===== src/sv/jsu_pkg.sv =====
`timescale 1ns / 1ps
`default_nettype none

package jsu_pkg;

  // Result status codes
  typedef enum logic [2:0] {
    ST_BUSY   = 3'd0,
    ST_DONE   = 3'd1,
    ST_UNTERM = 3'd2,
    ST_BADUNI = 3'd3,
    ST_UNKESC = 3'd4,
    ST_BADHEX = 3'd5
  } status_e;

  localparam logic [7:0] ChQuote  = 8'h22;
  localparam logic [7:0] ChBslash = 8'h5C;
  localparam logic [7:0] ChSlash  = 8'h2F;
  localparam logic [7:0] ChLowB   = 8'h62;
  localparam logic [7:0] ChLowF   = 8'h66;
  localparam logic [7:0] ChLowN   = 8'h6E;
  localparam logic [7:0] ChLowR   = 8'h72;
  localparam logic [7:0] ChLowT   = 8'h74;
  localparam logic [7:0] ChLowU   = 8'h75;

  localparam logic [7:0] CtlBs  = 8'h08;
  localparam logic [7:0] CtlFf  = 8'h0C;
  localparam logic [7:0] CtlLf  = 8'h0A;
  localparam logic [7:0] CtlCr  = 8'h0D;
  localparam logic [7:0] CtlTab = 8'h09;

  // UTF-8 lead and continuation markers
  localparam logic [7:0] Utf8Lead2 = 8'hC0;
  localparam logic [7:0] Utf8Lead3 = 8'hE0;
  localparam logic [7:0] Utf8Cont  = 8'h80;

  // Hex digit decode: {ok, value}
  function automatic logic [4:0] hex_decode(input logic [7:0] b);
    logic [4:0] r;
    r = 5'd0;
    if (b >= 8'h30 && b <= 8'h39) begin
      r = {1'b1, 4'(b - 8'h30)};
    end else if (b >= 8'h61 && b <= 8'h66) begin
      r = {1'b1, 4'(b - 8'h57)};
    end else if (b >= 8'h41 && b <= 8'h46) begin
      r = {1'b1, 4'(b - 8'h37)};
    end
    return r;
  endfunction

endpackage

`default_nettype wire


===== src/sv/json_string_unescape.sv =====
// The first result word of an input word is registered and shown in the cycle after it is accepted.
// Throughput: one input word per cycle while res_ready_i is high; a \uXXXX escape that encodes to two
//   or three UTF-8 bytes holds the input while the result buffer drains.
// A new input word is taken when the result buffer is empty or its last word leaves now.
// Reset (rst_ni low, asynchronous) empties the result buffer and returns the decoder to
//   waiting for an opening delimiter with the hex collector cleared.
`timescale 1ns / 1ps
`default_nettype none

module json_string_unescape (
  input  wire logic       clk_i,
  input  wire logic       rst_ni,
  input  wire logic       in_valid_i,
  output logic            in_ready_o,
  input  wire logic [7:0] data_byte_i,
  input  wire logic       text_end_i,
  output logic            res_valid_o,
  input  wire logic       res_ready_i,
  output logic [7:0]      out_byte_o,
  output logic            out_valid_o,
  output logic [2:0]      status_o,
  output logic            last_o
);

  // Decoder phase. Only four codes are reachable.
  typedef enum logic [1:0] {
    PH_AWAIT = 2'd0,
    PH_BODY  = 2'd1,
    PH_ESC   = 2'd2,
    PH_HEX   = 2'd3
  } phase_e;

  phase_e      phase_q, phase_d;
  logic [1:0]  hex_cnt_q, hex_cnt_d;
  // Only the first three digits are ever held; the fourth completes the code unit.
  logic [11:0] acc_q, acc_d;

  // Result buffer: up to three bytes, shifted toward slot 0 as words leave.
  logic [1:0]  rem_q;
  logic [7:0]  buf0_q, buf1_q, buf2_q;
  logic        fv_q;
  logic [2:0]  st_q;

  // Results of the current input word
  logic [1:0]  r_n;
  logic [7:0]  r_b0, r_b1, r_b2;
  logic        r_fv;
  jsu_pkg::status_e r_st;

  logic        in_fire, res_fire;
  logic [4:0]  hex;
  logic [15:0] cp;

  // Accept while the buffer is empty or its final word is being taken right now.
  assign in_ready_o  = (rem_q == 2'd0) || ((rem_q == 2'd1) && res_ready_i);
  assign in_fire     = in_valid_i && in_ready_o;
  assign res_valid_o = (rem_q != 2'd0);
  assign res_fire    = res_valid_o && res_ready_i;

  assign out_byte_o  = buf0_q;
  assign out_valid_o = fv_q;
  assign status_o    = st_q;
  assign last_o      = (rem_q == 2'd1);

  assign hex = jsu_pkg::hex_decode(data_byte_i);
  assign cp  = {acc_q, hex[3:0]};

  always_comb begin
    phase_d   = phase_q;
    hex_cnt_d = hex_cnt_q;
    acc_d     = acc_q;
    r_n       = 2'd1;
    r_b0      = 8'h00;
    r_b1      = 8'h00;
    r_b2      = 8'h00;
    r_fv      = 1'b0;
    r_st      = jsu_pkg::ST_BUSY;
    unique case (phase_q)
      PH_BODY: begin
        if (text_end_i) begin
          phase_d = PH_AWAIT;
          r_st    = jsu_pkg::ST_UNTERM;
        end else if (data_byte_i == jsu_pkg::ChQuote) begin
          phase_d = PH_AWAIT;
          r_st    = jsu_pkg::ST_DONE;
        end else if (data_byte_i == jsu_pkg::ChBslash) begin
          phase_d = PH_ESC;
        end else begin
          r_b0 = data_byte_i;
          r_fv = 1'b1;
        end
      end
      PH_ESC: begin
        if (text_end_i) begin
          phase_d = PH_AWAIT;
          r_st    = jsu_pkg::ST_UNKESC;
        end else begin
          phase_d = PH_BODY;
          r_fv    = 1'b1;
          unique case (data_byte_i)
            jsu_pkg::ChQuote:  r_b0 = jsu_pkg::ChQuote;
            jsu_pkg::ChBslash: r_b0 = jsu_pkg::ChBslash;
            jsu_pkg::ChSlash:  r_b0 = jsu_pkg::ChSlash;
            jsu_pkg::ChLowB:   r_b0 = jsu_pkg::CtlBs;
            jsu_pkg::ChLowF:   r_b0 = jsu_pkg::CtlFf;
            jsu_pkg::ChLowN:   r_b0 = jsu_pkg::CtlLf;
            jsu_pkg::ChLowR:   r_b0 = jsu_pkg::CtlCr;
            jsu_pkg::ChLowT:   r_b0 = jsu_pkg::CtlTab;
            jsu_pkg::ChLowU: begin
              phase_d   = PH_HEX;
              hex_cnt_d = 2'd0;
              acc_d     = 12'd0;
              r_fv      = 1'b0;
            end
            default: begin
              phase_d = PH_AWAIT;
              r_fv    = 1'b0;
              r_st    = jsu_pkg::ST_UNKESC;
            end
          endcase
        end
      end
      PH_HEX: begin
        if (text_end_i) begin
          phase_d   = PH_AWAIT;
          hex_cnt_d = 2'd0;
          acc_d     = 12'd0;
          r_st      = jsu_pkg::ST_BADUNI;
        end else if (!hex[4]) begin
          phase_d   = PH_AWAIT;
          hex_cnt_d = 2'd0;
          acc_d     = 12'd0;
          r_st      = jsu_pkg::ST_BADHEX;
        end else if (hex_cnt_q != 2'd3) begin
          acc_d     = {acc_q[7:0], hex[3:0]};
          hex_cnt_d = hex_cnt_q + 2'd1;
        end else begin
          // Fourth digit: emit the code unit as UTF-8
          phase_d   = PH_BODY;
          hex_cnt_d = 2'd0;
          acc_d     = 12'd0;
          r_fv      = 1'b1;
          if (cp[15:7] == 9'd0) begin
            r_b0 = {1'b0, cp[6:0]};
          end else if (cp[15:11] == 5'd0) begin
            r_n  = 2'd2;
            r_b0 = jsu_pkg::Utf8Lead2 | {3'b000, cp[10:6]};
            r_b1 = jsu_pkg::Utf8Cont | {2'b00, cp[5:0]};
          end else begin
            r_n  = 2'd3;
            r_b0 = jsu_pkg::Utf8Lead3 | {4'b0000, cp[15:12]};
            r_b1 = jsu_pkg::Utf8Cont | {2'b00, cp[11:6]};
            r_b2 = jsu_pkg::Utf8Cont | {2'b00, cp[5:0]};
          end
        end
      end
      default: begin
        // Awaiting the opening delimiter: its value is not checked.
        hex_cnt_d = 2'd0;
        acc_d     = 12'd0;
        if (text_end_i) begin
          phase_d = PH_AWAIT;
          r_st    = jsu_pkg::ST_UNTERM;
        end else begin
          phase_d = PH_BODY;
        end
      end
    endcase
  end

  // Decoder state, buffer fill count and result payload
  always_ff @(posedge clk_i or negedge rst_ni) begin
    if (!rst_ni) begin
      phase_q   <= PH_AWAIT;
      hex_cnt_q <= 2'd0;
      acc_q     <= 12'd0;
      rem_q     <= 2'd0;
      buf0_q    <= 8'h00;
      buf1_q    <= 8'h00;
      buf2_q    <= 8'h00;
      fv_q      <= 1'b0;
      st_q      <= jsu_pkg::ST_BUSY;
    end else begin
      if (in_fire) begin
        phase_q   <= phase_d;
        hex_cnt_q <= hex_cnt_d;
        acc_q     <= acc_d;
        rem_q     <= r_n;
        buf0_q    <= r_b0;
        buf1_q    <= r_b1;
        buf2_q    <= r_b2;
        fv_q      <= r_fv;
        st_q      <= r_st;
      end else if (res_fire) begin
        rem_q  <= rem_q - 2'd1;
        buf0_q <= buf1_q;
        buf1_q <= buf2_q;
      end
    end
  end

  // Every accepted word shows a result in the next cycle.
  assert property (@(posedge clk_i) disable iff (!rst_ni)
    in_fire |=> res_valid_o)
    else $error("no result after accepted input word");

  // A non-final result word is a UTF-8 byte still in progress.
  assert property (@(posedge clk_i) disable iff (!rst_ni)
    (res_valid_o && !last_o) |-> (out_valid_o && status_o == jsu_pkg::ST_BUSY))
    else $error("non-final result word is not a busy data byte");

  // After a non-final word leaves, more words of the same item follow.
  assert property (@(posedge clk_i) disable iff (!rst_ni)
    (res_fire && !last_o) |=> (res_valid_o && !in_ready_o) || (res_valid_o && last_o))
    else $error("multi-byte result cut short");

  // The digit counter is only in use while collecting hex digits.
  assert property (@(posedge clk_i) disable iff (!rst_ni)
    (phase_q != PH_HEX) |-> (hex_cnt_q == 2'd0 && acc_q == 12'd0))
    else $error("hex collector not cleared outside a unicode escape");

endmodule

`default_nettype wire


===== config.mk =====
export PLATFORM = sky130hd
export DESIGN_NAME = json_string_unescape
export DESIGN_NICKNAME = d
export VERILOG_FILES = /design/src/sv/jsu_pkg.sv /design/src/sv/json_string_unescape.sv
export SDC_FILE = /design/constraint.sdc
export NUM_CORES = 1
export LEC_CHECK = 0
export ABC_AREA = 0
export BUFFER_PORTS_ARGS = -buffer_cell sky130_fd_sc_hd__buf_2
export CAP_MARGIN = 30
export CORE_MARGIN = 10
export CORE_UTILIZATION = 40
export CTS_BUF_LIST = sky130_fd_sc_hd__clkbuf_8 sky130_fd_sc_hd__clkbuf_16
export CTS_CLUSTER_DIAMETER = 60
export DETAILED_ROUTE_END_ITERATION = 10
export PLACE_DENSITY = 0.58
export RECOVER_POWER = 100
export SYNTH_ARGS = -nofsm -noshare
export SYNTH_HDL_FRONTEND = slang
export SYNTH_SLANG_ARGS = --single-unit

===== constraint.sdc =====
create_clock -name clk_i -period 4.48 [get_ports clk_i]
set_clock_uncertainty 0.2 [all_clocks]
set_input_delay 0.448 -clock clk_i [delete_from_list [all_inputs] [get_ports clk_i]]
set_output_delay 0.448 -clock clk_i [all_outputs]
set_load 0.01 [all_outputs]

==> results of run 1 <==
stage by stage:
stage	utilization, %	hold slack, ns	instances	worst slack [ns]	cell area [um^2]
finish	44.9	0.243	447	1.20	3090
global route	44.9	0.272	447	0.891	3090
CTS	46.0	0.245	447	1.46	3160
detailed placement	44.5	0.119	438	1.51	3050
global placement	44.2	0.264	437	1.59	3030
floorplan	-	-0.0476	329	2.08	2840
cell type report:
cell class,instances,area share (%)
clock buffers,5,2.23
multi-input cells,257,51.6
inverters,12,1.46
flip-flops and latches,44,35.7
repair buffers,30,4.38
clock inverters,3,0.770
well taps,96,3.89
registers in the layout (all words and copies together), names as in the netlist:
name / cells
status_o: 3
hex_cnt_q: 2
phase_q: 2
buf2_q: 7
rem_q: 2
acc_q: 12
buf1_q: 7
out_byte_o: 8
out_valid_o: 1
repair_timing:
action,in CTS,in global routing
setup endpoints to repair,0,0
hold endpoints to repair,8,0
buffers inserted,0,0
hold buffers,1,0
worst max-delay path: cells and delay by family, from the launching register on:
kind	cells	cell delay, ns
AND/OR/NAND/NOR	3	1.85
flip-flops	1	0.42
adder cells (fa/ha/maj)	1	0.26
AO/OA/AOI/OAI	2	0.39
buffers and inverters	1	0.07
power breakdown:
group / leakage (nW) / switching (mW) / internal, mW / total (mW)
Sequential: 0.593 / 0.0569 / 0.456 / 0.513
Clock: 0.0404 / 0.143 / 0.110 / 0.253
Combinational: 0.679 / 0.261 / 0.149 / 0.410
cell families after synthesis:
family | after synthesis | share of synthesized area, %
fa+ha+maj | 7 | 3.08
buf+inv | 28 | 4.14
mux | 4 | 1.50
compound gates | 119 | 28.9
simple gates | 127 | 23.6
flops | 44 | 38.7
path summary, 6_finish.rpt:
check | start | to | slack (ns) | cells after the start
worst max-delay path | rem_q[0] | acc_q[6] | 1.20 | 7
max in group asynchronous | rst_ni | acc_q[8] | 1.56 | 3
worst min register to register | buf2_q[0] | buf2_q[0] | 0.29 | 2
min in group asynchronous | rst_ni | buf1_q[7] | 0.39 | 2
worst max register to register | rem_q[0] | acc_q[6] | 1.20 | 7
worst min-delay path | text_end_i | status_o[1] | 0.24 | 3
routing by layer:
layer  global-route usage (%)  part of all wire, %  vias up
met5                        0                    0        -
met2                     23.1                   46       83
li1                         -                    -     1274
met4                     4.67                  2.4        0
met3                     3.59                  5.8       15
met1                     20.2                   46     1302
placed cells by master, fill, tap and decap left out, drive strengths merged, types with 4 or more instances in the layout:
cell     n
o211ai   7
a21oi   19
o21ai   35
nor3     6
nor2    23
nor4b    4
a22o     7
buf     11
nand2   44
dfrtp   44
and3     7
clkbuf  23
o221ai   5
ha       7
inv     12
a31oi    5
nand3   18
==> key figures, run 1 <==
Status
  • Status: finished, violations left
  • Failing checks: capacitance limit, slew limit

Placement
  • Post-DP HPWL: 6240 um
  • Port Buffers: 27
  • Routability cong.: 0.896

Detailed routing
  • Via Count: 2674
  • DRC viols: 0
  • Vias per inst: 5.98
  • Routed wire per std cell: 18.6 um
  • Final wirelength: 8290 um
  • TritonRoute pass-1 iters: 5
  • DRT iter0 DRCs: 192
  • Final ANT Viol Nets: 0

CTS
  • Max Root-Sink Buffers: 2
  • Clk Latency, worst-skew pair: 0.31 ns
  • H-Tree Depth: 2
  • CTS tree: built
  • Clock-pin transition on the worst setup and hold timing paths: 0.09 ns
  • Post_cts resized: 0
  • Clock Sinks: 44
  • CTS buffer count: 5
  • Clk root buf: clkbuf_8

Global routing
  • Largest net degree at the start of global routing: 37
  • Vias in the first global route: 2630
  • Initial antenna violation count: 0
  • First-pass GRT wire length: 13800 um
  • All-Layer GR Usage: 15.0%
  • Overflow after GRT: 0

Floorplan
  • Row cnt: 30
  • I/O pins: 28
  • Die height: 104 um
  • Die Wd: 104 um
  • Initial core utilization: 41.4%
  • Total core area: 6870 um^2
  • Die ar.: 10900 um^2

Cells and area
  • Antenna diodes: 0
  • Final-layout fill cell count: 696
  • Area growth, synth to finish: 8.49%
  • Multi-input logic area: 1590 um^2
  • Reg area: 1100 um^2
  • Total Nets Final: 370
  • Share of cells above drive strength 1: 8.55%

Critical path
  • CP max-delay cell: or3_1
  • Slowest stage delay, CP: 0.78 ns
  • Worst-path cell chain: inv_1, ha_1, a21o_1, nand2_1, or3_1, nor3_1, a22o_1
  • Worst EP required: 4.51 ns
  • Crit-path max FO: 22
  • Critical path class: reg -> reg
  • Critical Path Sink Type: flop
  • Startpoint types: flop
  • Arrival time worst endpoint: 3.31 ns

Yosys
  • Count of different cell masters after synthesis: 68
  • Cells after Synth: 329
  • Syn nets: 349
  • Yosys warning total: 0
  • Average size of a mapped cell: 8.64 um^2
  • Number of synthesized flops with an enable pin: 0
  • Synth top area cells: dfrtp_1, nand2_1, o21ai_0, a21oi_1, ha_1
  • Post-synth top area share: 38.7%
  • Synthesized cell area: 2840 um^2
  • Synth cell count leaders: dfrtp_1, nand2_1, nor2_1, o21ai_0, a21oi_1
  • Top_reg_cell synth: dfrtp_1
  • Synthesis-stage register bit count: 44
  • Sequential cell area fraction in the yosys report: 38.7%
  • Post-synth top area cell: dfrtp_1
  • Ys async rst share: 100%

STA
  • Period utilization: 73.2%
  • Slew HR: -26.4%
  • Worst slew pin tran: 1.90 ns
  • Count of final setup violators: 0
  • Unrepaired setup endpoints after global routing: false
  • Final TNS setup: 0 ns
  • Max Transition Viols Final: 37
  • Highest clock rate: 0.305 GHz
  • Endpoints failing hold: 0
  • Crit path time final: 3.28 ns

Pwr
  • Overall power: 1.18 mW
  • Leak: 1.31 nW
  • Pwr/cell area: 381 nW/um^2
  • Maximum VDD drop: 0.124 mV

Run
  • MaxCap Viol Count: 1

Hold path
  • HP Class: in -> reg
Power figures use the tool's default switching activity.
==> run 2: changes to the inputs <==
--- a/config.mk
+++ b/config.mk
@@ -13,7 +13,7 @@
 export CTS_BUF_LIST = sky130_fd_sc_hd__clkbuf_8 sky130_fd_sc_hd__clkbuf_16
 export CTS_CLUSTER_DIAMETER = 60
 export DETAILED_ROUTE_END_ITERATION = 10
-export PLACE_DENSITY = 0.58
+export PLACE_DENSITY = 0.6
 export RECOVER_POWER = 100
 export SYNTH_ARGS = -nofsm -noshare
 export SYNTH_HDL_FRONTEND = slang
==> constraint.sdc (replaced) <==
create_clock -name clk_i -period 2.9 [get_ports clk_i]
set_clock_uncertainty 0.2 [all_clocks]
set_input_delay 0.29 -clock clk_i [delete_from_list [all_inputs] [get_ports clk_i]]
set_output_delay 0.29 -clock clk_i [all_outputs]
set_load 0.01 [all_outputs]
==> key figures, run 2 (synthesized netlist as in run 1, its figures left out) <==
Status
  • Status: finished, final reports clean

Cells and area
  • Fin cells: 452 (+1.1%)
  • Share of cells above drive strength 1: 10.4% (+1.8 points)
  • Antenna diodes: 0 (unchanged)
  • Final-layout fill cell count: 685 (-1.6%)
  • Biggest register: acc_q
  • Max FFs per register: 12 (unchanged)
  • Area growth, synth to finish: 11.0%
  • Most frequent cells in the layout: nand2_1, dfrtp_1, o21ai_0, nor2_1
  • Total Nets Final: 375 (+1.4%)

Pwr
  • Overall power: 1.94 mW (+65%)
  • Maximum VDD drop: 0.211 mV (+70%)
  • Pwr/cell area: 616 nW/um^2 (+62%)
  • Leak: 1.35 nW (+3.1%)

Detailed routing
  • Via Count: 2710 (+1.3%)
  • Vias per inst: 6.00 (+0.23%)
  • DRT iter0 DRCs: 260 (+35%)
  • Routed wire per std cell: 18.8 um (+1.5%)
  • DRC viols: 0 (unchanged)
  • Final wirelength: 8510 um (+2.6%)
  • TritonRoute pass-1 iters: 5 (unchanged)
  • Final ANT Viol Nets: 0 (unchanged)

CTS
  • H-Tree Depth: 2 (unchanged)
  • Clk Latency, worst-skew pair: 0.30 ns (about the same)
  • Max Root-Sink Buffers: 2 (unchanged)
  • CTS tree: built
  • Clock Sinks: 44 (unchanged)
  • Post_cts resized: 0 (unchanged)
  • Clock-pin transition on the worst setup and hold timing paths: 0.09 ns (about the same)
  • Clk root buf: clkbuf_8
  • CTS buffer count: 5 (unchanged)

STA
  • Max Transition Viols Final: 0 (-100%)
  • Count of final setup violators: 0 (unchanged)
  • Worst slew pin tran: 0.981 ns (-0.915 ns)
  • Unrepaired setup endpoints after global routing: false
  • Crit path time final: 2.54 ns (-0.738 ns)
  • Post-route setup slack: 0.359 ns (-0.842 ns)
  • Final TNS setup: 0 ns (unchanged)
  • Highest clock rate: 0.394 GHz (+29%)
  • Period utilization: 87.6% (+14 points)
  • Slew HR: 34.6% (+61 points)
  • Endpoints failing hold: 0 (unchanged)

Floorplan
  • I/O pins: 28 (unchanged)
  • Total core area: 6870 um^2 (unchanged)
  • Die height: 104 um (unchanged)
  • Row cnt: 30 (unchanged)
  • Initial core utilization: 41.4% (unchanged)
  • Die Wd: 104 um (unchanged)
  • Die ar.: 10900 um^2 (unchanged)

Critical path
  • R2r startpoint: acc_q[3]
  • Worst R2R End: out_byte_o[6]
  • Critical path class: reg -> reg
  • Critical Path Sink Type: flop
  • Crit-path max FO: 8 (-64%)
  • Arrival time worst endpoint: 2.53 ns (-0.78 ns)
  • Reg2reg setup slack: 0.36 ns (-0.84 ns)
  • Startpoint types: flop
  • Worst-case reg-to-reg path depth: 5 (-2)
  • Worst EP required: 2.89 ns (-1.62 ns)

Hold path
  • Hold depth: 3 (unchanged)
  • HP Class: in -> reg
  • Hold wc startpoint: text_end_i
  • Hold Crit Endpoint: status_o[1]

Placement
  • Pre-CTS setup slack: 0.262 ns (-1.24 ns)
  • Post-DP HPWL: 6310 um (+1.1%)
  • Routability cong.: 0.970 (+8.2%)
  • DP Cell Count: 443 (+1.1%)
  • Port Buffers: 27 (unchanged)

Run
  • MaxCap Viol Count: 0 (-1)

Global routing
  • Vias in the first global route: 2600 (-1.1%)
  • All-Layer GR Usage: 15.3% (+0.27 points)
  • First-pass GRT wire length: 13800 um (+0.40%)
  • Largest net degree at the start of global routing: 40 (+8.1%)
  • Overflow after GRT: 0 (unchanged)
  • Initial antenna violation count: 0 (unchanged)
-- run 2: report_power, final --
part | total (mW) | internal, mW | switching, mW
clock | 0.488 | 0.260 | 0.229
sequential | 0.790 | 0.705 | 0.0853
combinational | 0.665 | 0.243 | 0.422
-- run 2: worst max path at each step --
stage                              start       endpoint  slack, ns
final                           acc_q[3]  out_byte_o[6]       0.36
after global routing            rem_q[0]     phase_q[0]       0.20
after CTS                       rem_q[0]  out_byte_o[1]       0.55
after detailed placement  data_byte_i[0]  out_byte_o[1]       0.26
after global placement    data_byte_i[0]  out_byte_o[1]       0.30
after floorplan           data_byte_i[0]  out_byte_o[4]       0.66
-- run 2: area by class of cell --
type / count / area (um^2) / area share, %
clock buffers: 5 / 68.8 / 2.18
flip-flops and latches: 44 / 1100 / 34.9
clock inverters: 3 / 46.3 / 1.47
inverters: 12 / 45.0 / 1.43
multi-input cells: 257 / 1600 / 50.7
repair buffers: 35 / 174 / 5.51
well taps: 96 / 120 / 3.81
-- run 2: layer usage --
layer / track usage, % / routed length (um)
met1: 20.7 / 3890
met2: 24.7 / 4010
met3: 2.60 / 512
met4: 3.48 / 97
met5: 0 / 0
-- run 2: worst max-delay path: stages, from the launching register on --
cell      delay, ns
dfrtp_1        0.49
nor4_1         0.79
nand3_1        0.33
nor2_1         0.23
o221ai_1       0.17
a22o_1         0.22
-- run 2: per-stage QoR --
stage	hold slack [ns]	utilization, %	area, um^2
final	0.0904	45.9	3160
after global routing	0.100	45.9	3160
after CTS	0.0877	46.8	3220
after detailed placement	-0.0680	45.0	3090
after global placement	0.261	44.7	3070
after floorplan	-0.206	-	2840
-- run 2: what timing repair did --
action	in CTS	in global routing
endpoints found under the hold margin	44	0
hold buffers	1	0
buffers inserted	0	0
==> run 3: changes to the inputs <==
--- a/config.mk
+++ b/config.mk
@@ -8,12 +8,11 @@
 export ABC_AREA = 0
 export BUFFER_PORTS_ARGS = -buffer_cell sky130_fd_sc_hd__buf_2
 export CAP_MARGIN = 30
-export CORE_MARGIN = 10
 export CORE_UTILIZATION = 40
 export CTS_BUF_LIST = sky130_fd_sc_hd__clkbuf_8 sky130_fd_sc_hd__clkbuf_16
 export CTS_CLUSTER_DIAMETER = 60
 export DETAILED_ROUTE_END_ITERATION = 10
-export PLACE_DENSITY = 0.6
+export PLACE_DENSITY = 0.58
 export RECOVER_POWER = 100
 export SYNTH_ARGS = -nofsm -noshare
 export SYNTH_HDL_FRONTEND = slang
==> constraint.sdc (replaced) <==
create_clock -name clk_i -period 3 [get_ports clk_i]
set_clock_uncertainty 0.2 [all_clocks]
set_input_delay 0.6 -clock clk_i [delete_from_list [all_inputs] [get_ports clk_i]]
set_output_delay 0.6 -clock clk_i [all_outputs]
set_load 0.01 [all_outputs]
==> key figures, run 3 (synthesized netlist as in run 1, its figures left out) <==
Floorplan
  • Die ar.: 7450 um^2 (-32%)
  • Die Wd: 86.3 um (-17%)
  • Row cnt: 30 (unchanged)
  • Initial core utilization: 41.6% (+0.23 points)
  • Die height: 86.3 um (-17%)
  • I/O pins: 28 (unchanged)
  • Total core area: 6830 um^2 (-0.55%)

Global routing
  • All-Layer GR Usage: 23.5% (+8.2 points)
  • Vias in the first global route: 2554 (-1.8%)
  • Overflow after GRT: 0 (unchanged)
  • Largest net degree at the start of global routing: 40 (unchanged)
  • First-pass GRT wire length: 13400 um (-3.1%)
  • Initial antenna violation count: 0 (unchanged)

Detailed routing
  • Via Count: 2690 (-0.74%)
  • Final wirelength: 8190 um (-3.8%)
  • Vias per inst: 5.90 (-1.6%)
  • TritonRoute pass-1 iters: 4 (-1)
  • Final ANT Viol Nets: 0 (unchanged)
  • Routed wire per std cell: 18.0 um (-4.6%)
  • DRC viols: 0 (unchanged)
  • DRT iter0 DRCs: 173 (-33%)

Critical path
  • Arrival time worst endpoint: 2.64 ns (+0.11 ns)
  • Top delay family on crit path: compound AO/OA/AOI/OAI gates
  • Buffers & Inverters on Critical Path: 2 (+2)
  • Critical Path Sink Type: flop
  • Worst-path cell chain: buf_2, inv_1, ha_1, o21bai_1, a21o_1, a211oi_1, nand2b_4, o21ai_0
  • Critical path class: in -> reg
  • Slowest stage delay, CP: 0.78 ns (about the same)
  • Worst EP required: 3.01 ns (+0.12 ns)
  • Worst R2R End: out_byte_o[5]
  • Crit path depth: 8 (+3)
  • Critical Path Start: data_byte_i[0]
  • Crit-path max FO: 7 (-1)
  • Startpoint types: input port
  • Worst-case reg-to-reg path depth: 8 (+3)
  • R2r startpoint: rem_q[0]
  • CP max-delay cell: a211oi_1
  • Worst setup path end: acc_q[2]
  • Reg2reg setup slack: 0.39 ns (+0.03 ns)

Cells and area
  • Share of cells above drive strength 1: 12.5% (+2.1 points)
  • Biggest register: acc_q
  • Final instance area: 3190 um^2 (+0.95%)
  • Area growth, synth to finish: 12.0%
  • Antenna diodes: 0 (unchanged)
  • Max FFs per register: 12 (unchanged)
  • Fin cells: 456 (+0.88%)
  • Most frequent cells in the layout: nand2_1, dfrtp_1, o21ai_0, nor2_1, a21oi_1
  • Total Nets Final: 379 (+1.1%)
  • Util after Layout: 46.6% (+0.69 points)

Placement
  • DP Cell Count: 447 (+0.90%)
  • Routability cong.: 0.963 (-0.75%)
  • Port Buffers: 27 (unchanged)
  • Post-DP HPWL: 6220 um (-1.4%)
  • DP Area: 3120 um^2 (+0.97%)

CTS
  • H-Tree Depth: 2 (unchanged)
  • Max Root-Sink Buffers: 2 (unchanged)
  • Clock Sinks: 44 (unchanged)
  • CTS tree: built
  • Clk Latency, worst-skew pair: 0.30 ns (about the same)
  • Setup Fix Bufs, Post-CTS: 0 (unchanged)
  • Clock-pin transition on the worst setup and hold timing paths: 0.09 ns (about the same)
  • CTS buffer count: 5 (unchanged)
  • Clk root buf: clkbuf_8

Hold path
  • HP Class: reg -> reg
  • Hold wc startpoint: status_o[0]

STA
  • Highest clock rate: 0.380 GHz
  • Final TNS setup: 0 ns (unchanged)
  • Unrepaired setup endpoints after global routing: false
  • Period utilization: 87.7%
  • Endpoints failing hold: 0 (unchanged)
  • Crit path time final: 2.63 ns
  • Max Transition Viols Final: 0 (unchanged)
  • Worst slew pin tran: 1.03 ns (+0.0531 ns)
  • Count of final setup violators: 0 (unchanged)
  • Slew HR: 31.1% (-3.5 points)

Run
  • MaxCap Viol Count: 0 (unchanged)

Pwr
  • Overall power: 1.80 mW (-7.4%)
  • Leak: 1.35 nW (about the same)
  • Maximum VDD drop: 0.198 mV (-5.7%)
  • Pwr/cell area: 565 nW/um^2 (-8.2%)

Status
  • Status: finished, final reports clean
[run 3: what timing repair did]
item	4_1_cts	5_1_grt
hold buffers	1	0
gates resized for setup	0	0
hold endpoints to repair	5	0
setup endpoints to repair	0	0
[run 3: area by class of cell]
| type | instances | area [um^2] |
|---|---|---|
| inverters | 12 | 45.0 |
| fillers | 722 | 3650 |
| multi-input cells | 257 | 1620 |
| well taps | 96 | 120 |
| clock inverters | 2 | 15.0 |
| clock buffers | 6 | 82.6 |
| flip-flops and latches | 44 | 1100 |
| repair buffers | 39 | 201 |
[run 3: worst min path at each step]
| stage | end | cells past startpoint | slack [ns] |
|---|---|---|---|
| 6_report | status_o[0] | 2 | 0.28 |
| 5_1_grt | buf2_q[0] | 2 | 0.31 |
| 4_1_cts | status_o[0] | 2 | 0.28 |
| 3_5_place_dp | phase_q[1] | 1 | 0.24 |
| 3_3_place_gp | status_o[1] | 2 | 0.26 |
| 2_1_floorplan | acc_q[0] | 0 | 0.10 |
[run 3: power by group]
| group | total (mW) | leakage [nW] | switching [mW] | internal [mW] |
|---|---|---|---|---|
| Combinational | 0.639 | 0.718 | 0.403 | 0.236 |
| Clock | 0.399 | 0.0434 | 0.213 | 0.187 |
| Sequential | 0.762 | 0.593 | 0.0808 | 0.681 |
| Total | 1.80 | 1.35 | 0.696 | 1.10 |
[run 3: worst register-to-register path, stage by stage, from the launching register on]
cell and delay, ns:
dfrtp_1 0.40, inv_1 0.06, ha_1 0.27, a21o_1 0.22, nand2_1 0.10, clkbuf_1 0.78, a21oi_1 0.15, o21ai_0 0.21
o31a_1 0.17
[run 3: stage by stage]
| step | hold slack (ns) | setup WS (ns) |
|---|---|---|
| after global routing | 0.312 | 0.174 |
| final | 0.281 | 0.369 |
| after CTS | 0.284 | 0.497 |
| after global placement | 0.258 | 0.290 |
| after detailed placement | 0.243 | 0.175 |
| after floorplan | 0.104 | 0.447 |
[run 3: routing by layer]
layer  vias to the layer above  wire, um  global-route usage, %
li1                       1297         -                      -
met1                      1312      3880                   33.1
met2                        72      3850                   37.5
met3                         9       337                   2.67
met4                         0       117                   8.33
met5                         -         0                      0
